**src/hw/rtl/vgs_pkg.sv**
```systemverilog
// vgs_pkg: shared types and constants for the voxel grid store
// no dependencies; imported by vgs_axis, voxel_grid_store and vgs_checker
`default_nettype none

package vgs_pkg;

  // store geometry, fixed by the 12-bit cell index
  localparam int unsigned STORE_DEPTH = 4096;
  localparam int unsigned ADDR_W      = 12;
  localparam int unsigned DATA_W      = 32;
  localparam int unsigned CFG_IDX_W   = 3;

  // value of an empty or out-of-bounds cell
  localparam logic [DATA_W-1:0] EMPTY_VALUE = '1;

  // configuration register indexes
  localparam logic [CFG_IDX_W-1:0] CFG_MIN_X   = 3'd0;
  localparam logic [CFG_IDX_W-1:0] CFG_MIN_Y   = 3'd1;
  localparam logic [CFG_IDX_W-1:0] CFG_MIN_Z   = 3'd2;
  localparam logic [CFG_IDX_W-1:0] CFG_SCALE_X = 3'd3;
  localparam logic [CFG_IDX_W-1:0] CFG_SCALE_Y = 3'd4;
  localparam logic [CFG_IDX_W-1:0] CFG_SCALE_Z = 3'd5;

  // access modes
  localparam logic MODE_READ  = 1'b0;
  localparam logic MODE_WRITE = 1'b1;

  // sequencer states
  typedef enum logic [4:0] {
    ST_CLEAR = 5'b00001,
    ST_IDLE  = 5'b00010,
    ST_MUL   = 5'b00100,
    ST_IDX   = 5'b01000,
    ST_RESP  = 5'b10000
  } vgs_state_e;

  // stage enables from the sequencer to the axis lanes
  typedef struct packed {
    logic sub_en;
    logic mul_en;
  } axis_ctl_t;

endpackage

`default_nettype wire

```
**src/hw/rtl/vgs_axis.sv**
```systemverilog
// vgs_axis: one axis lane, position to cell coordinate
// subtract grid minimum, multiply by scale, floor and bounds check; uses vgs_pkg
`default_nettype none

module vgs_axis #(
  parameter int unsigned COUNT = 16
) (
  input  wire logic                       clk_i,
  input  wire vgs_pkg::axis_ctl_t         ctl_i,
  input  wire logic signed [31:0]         pos_i,
  input  wire logic signed [31:0]         min_i,
  input  wire logic        [31:0]         scale_i,
  output logic                            ok_o,
  output logic             [$clog2(COUNT)-1:0] cell_o
);

  import vgs_pkg::*;

  localparam int unsigned CW = $clog2(COUNT);

  logic [32:0] diff;
  logic        neg_q, neg2_q;
  logic [31:0] mag_q;
  logic [63:0] prod;
  logic [31:0] hi_q;

  // exact 33-bit difference
  assign diff = {pos_i[31], pos_i} - {min_i[31], min_i};

  always_ff @(posedge clk_i) begin
    if (ctl_i.sub_en) begin
      neg_q <= diff[32];
      mag_q <= diff[31:0];
    end
  end

  // q32.32 product, integer part kept
  assign prod = 64'(mag_q) * 64'(scale_i);

  always_ff @(posedge clk_i) begin
    if (ctl_i.mul_en) begin
      neg2_q <= neg_q;
      hi_q   <= prod[63:32];
    end
  end

  // negative offset is only in range when the scale is zero
  assign ok_o   = neg2_q ? (scale_i == 32'd0) : (hi_q < 32'(COUNT));
  assign cell_o = neg2_q ? '0 : hi_q[CW-1:0];

endmodule

`default_nettype wire

```
**config.mk**
```make
export PLATFORM = sky130hd
export DESIGN_NAME = vgs_axis
export DESIGN_NICKNAME = d
export VERILOG_FILES = /design/src/hw/rtl/vgs_pkg.sv /design/src/hw/rtl/vgs_axis.sv
export SDC_FILE = /design/constraint.sdc
export NUM_CORES = 2
export LEC_CHECK = 0
export BUFFER_PORTS_ARGS = -buffer_cell sky130_fd_sc_hd__buf_2
export CORE_MARGIN = 2
export CORE_UTILIZATION = 40
export DETAILED_ROUTE_END_ITERATION = 7
export RECOVER_POWER = 25
export SETUP_SLACK_MARGIN = 0.2
export SYNTH_ARGS = -nofsm -noshare
export SYNTH_HDL_FRONTEND = slang
export SYNTH_SLANG_ARGS = --single-unit
```
**constraint.sdc**
```tcl
create_clock -name clk_i -period 8.23 [get_ports clk_i]
set_clock_uncertainty 0.2 [all_clocks]
set_input_delay 0.4115 -clock clk_i [delete_from_list [all_inputs] [get_ports clk_i]]
set_output_delay 0.4115 -clock clk_i [all_outputs]
set_load 0.005 [all_outputs]
```
==> impl_results.md <==
* Max-cap viol count at 1
* Via/cell ratio at 5.12
* Period minus WS final at 7780 ps
* Worst rel slew slack at -23.6%
* Antenna violations before repair at 4
* Critical Path AT at 7680 ps
* Die X-Extent at 306 um
* Final GP Congestion at 0.891
* Synth top area share at 49.2%
* Synth area leaders: fa_1 (49%), and2_1 (10%), ha_1 (10%)
* Final wirelength at 99000 um
* Drc violations at 0
* Final setup viols at 0
* Critical path type: reg2reg
* Fin Setup TNS at 0 ps
* Fin. Hold Viols at 0
* Final period utilization at 94.5%
* Initial Utilization at 40.5%
* Clk slew on worst S/H paths at 60 ps
* Largest area contributor in the netlist: fa_1
* TritonCTS buffer count at 9
* Yosys Warn Count at 0
* Number of global-route vias before repair at 29.1k
* CP required at 8130 ps
* Failing checks: capacitance limit, slew limit
* Synth top cells by count: inv_1 (908), fa_1 (896), and2_1 (610), nand2_1 (469), ha_1 (292)
* Initial drt markers at 1597
* Fill cell count at 8820
* Diode count at 0
* Post-synth EDFFs at 66
* Peak Freq at 129 MHz
* Crit path max-delay cell type: fa_1
* Crit end category: flip-flop
* FF-to-FF setup slack at 450 ps
* Pre-CTS WS at 93.1 ps
* Grt total ovfl at 0
* Critical path destination: hi_q[26]
* Syn nets at 5214
* Cell Area, Placed at 0.0389 mm^2
* Critical-path maximum fanout at 9
* Site Rows at 110
* Cells after Synth at 3927
* Via count at 26.5k
* Wirelength per Cell at 19.2 um
* Synthesis-stage register bit count at 66
* Clock buffer depth at 2
* Largest net degree at the start of global routing at 34
* Design area at 0.0396 mm^2
* Root Buffer: clkbuf_16
* Actual slew at the worst max-slew pin at 1850 ps
* CP peak stage delay at 580 ps
* RSZ-0062 raised after global routing: true
* Reg2reg start: mag_q[25]
* Hold/Removal Path Class: in2reg
* Register-to-Register Path Depth at 22
* I/O pins at 104
* Count leader, synth: inv_1
* R2R Path End: hi_q[26]
* Die ar. at 0.0936 mm^2
* Worst setup margin at 452 ps
* Outcome: finished with violations
* Die Y at 306 um
* Post-synth cell types at 71
* Setup crit start kind: flip-flop
* All-layer global routing usage at 22.1%
* CTS tree: done
* Worst path most repeated cell: fa_1
* First-pass GRT wire length at 161000 um
* Worst-Skew Late Latency at 360 ps
* Syn-to-layout area delta at 8.43%
* Synth Flop Type: edfxtp_1
* Post-Syn Area at 0.0365 mm^2
* Syn_area_per_cell at 9.29 um^2
* CORE AREA at 0.0901 mm^2
* CP Cell Sequence: buf_4 -> and2_1 -> fa_1 -> fa_1 -> fa_1 -> inv_1 -> fa_1 -> inv_1 -> fa_1 -> fa_1 -> fa_1 -> fa_1 -> ha_4 -> nand2_1 -> nor2_2 -> o2111ai_2 -> a21oi_2 -> a21oi_2 -> o31a_2 -> a211o_1 -> a21oi_1 -> o221ai_1
* Layout cells sized above 1 at 7.39%
* Top Family by Delay on Critical Path: adder cells
* Remaining antenna violation count at 0
* Port Buffer Count at 103
* H-tree depth at 3
* DR pass1 iterations at 6
* Critical path buffers and inverters at 3
* CP Depth at 22
* Clock sinks at 66
* Sequential fraction of the synthesis area at 5.43%
* Max-slew violations at 34
* Final-stage net count at 5272
* Worst setup path start: mag_q[25]
* Async SR Flop Fraction at 0%
* DP Wirelength at 81800 um
layout by cell type (no fill, tap or decap), types with 13 or more instances in the layout:
| master | n |
|---|---|
| inv_1 | 908 |
| nor2_1 | 48 |
| nand4_1 | 25 |
| o21ai_0 | 43 |
| xor2_1 | 20 |
| and2_1 | 610 |
| a21oi_1 | 89 |
| nand3_1 | 20 |
| edfxtp_1 | 66 |
| o21bai_1 | 13 |
| buf_2 | 102 |
| xnor2_1 | 40 |
| buf_4 | 110 |
| fa_1 | 895 |
| a21o_1 | 32 |
| buf_12 | 30 |
| ha_1 | 285 |
| nand2_1 | 469 |
| nor3_1 | 14 |
| nor4_1 | 13 |
flip-flops by register name, summed over array words and instances, names as in the netlist:
name,count
mag_q,32
neg_q,1
neg2_q,1
hi_q,32
final cells by class:
type	count	area [um^2]	area share [%]
Clock inverter	7	70.1	0.177
Inverter	908	3410	8.62
Clock buffer	9	225	0.569
Multi-Input combinational cell	2756	30500	77.0
Sequential cell	66	1980	5.01
Tap cell	1176	1470	3.72
Timing Repair Buffer	244	1950	4.93
stage by stage:
| step | cells | hold WS (ps) | util [%] |
|---|---|---|---|
| finish | 5166 | 226 | 43.9 |
| global route | 5166 | 239 | 43.9 |
| CTS | 5153 | 215 | 43.6 |
| detailed placement | 5127 | 459 | 43.1 |
| global placement | 5127 | 464 | 43.1 |
| floorplan | 3927 | 200 | - |
kinds of logic (layout without fill, tap and decap cells):
| family | count (synthesis) | count (layout) | synth area share [%] |
|---|---|---|---|
| xor gates and xnor gates | 60 | 60 | 1.44 |
| DFF | 66 | 66 | 5.43 |
| adders and majority gates | 1188 | 1188 | 59.2 |
| and+or+nand+nor | 1242 | 1242 | 17.8 |
| AOI/OAI and AO/OA | 266 | 266 | 4.78 |
| buffers and inverters | 1105 | 1168 | 11.4 |
metal layers:
metal | track usage [%] | routed length, um
met1 | 27.7 | 39500
met2 | 39.5 | 50600
met3 | 2.03 | 4510
met4 | 8.72 | 4370
met5 | 0 | 29
worst register-to-register path, stage by stage (launching register included):
cell and delay (ps):
edfxtp_1 540, buf_4 260, and2_1 190, fa_1 580
fa_1 450, fa_1 510, inv_1 50, fa_1 470
inv_1 50, fa_1 490, fa_1 570, fa_1 460
fa_1 540, ha_4 330, nand2_1 110, nor2_2 160
o2111ai_2 200, a21oi_2 270, a21oi_2 130, o31a_2 390
a211o_1 310, a21oi_1 140, o221ai_1 120
repair_timing:
action | CTS | global route
hold endpoints to repair | 0 | 0
gates resized for setup | 0 | 15
endpoints found under the setup margin | 1 | 15
hold buffers | 0 | 0
buffers inserted | 10 | 13
cloned | 0 | 0
pin swaps | 0 | 4
how the worst min path moves through the flow:
stage | from | slack (ps) | to | depth (start not counted)
global route | min_i[0] | 240 | mag_q[0] | 3
finish | min_i[0] | 230 | mag_q[0] | 3
detailed placement | neg_q | 460 | neg2_q | 0
CTS | min_i[0] | 220 | mag_q[0] | 3
global placement | neg_q | 460 | neg2_q | 0
floorplan | neg_q | 200 | neg2_q | 0
Power is not shown: default switching activity piles up to over one toggle a cycle in this logic, so the estimate is an artifact.
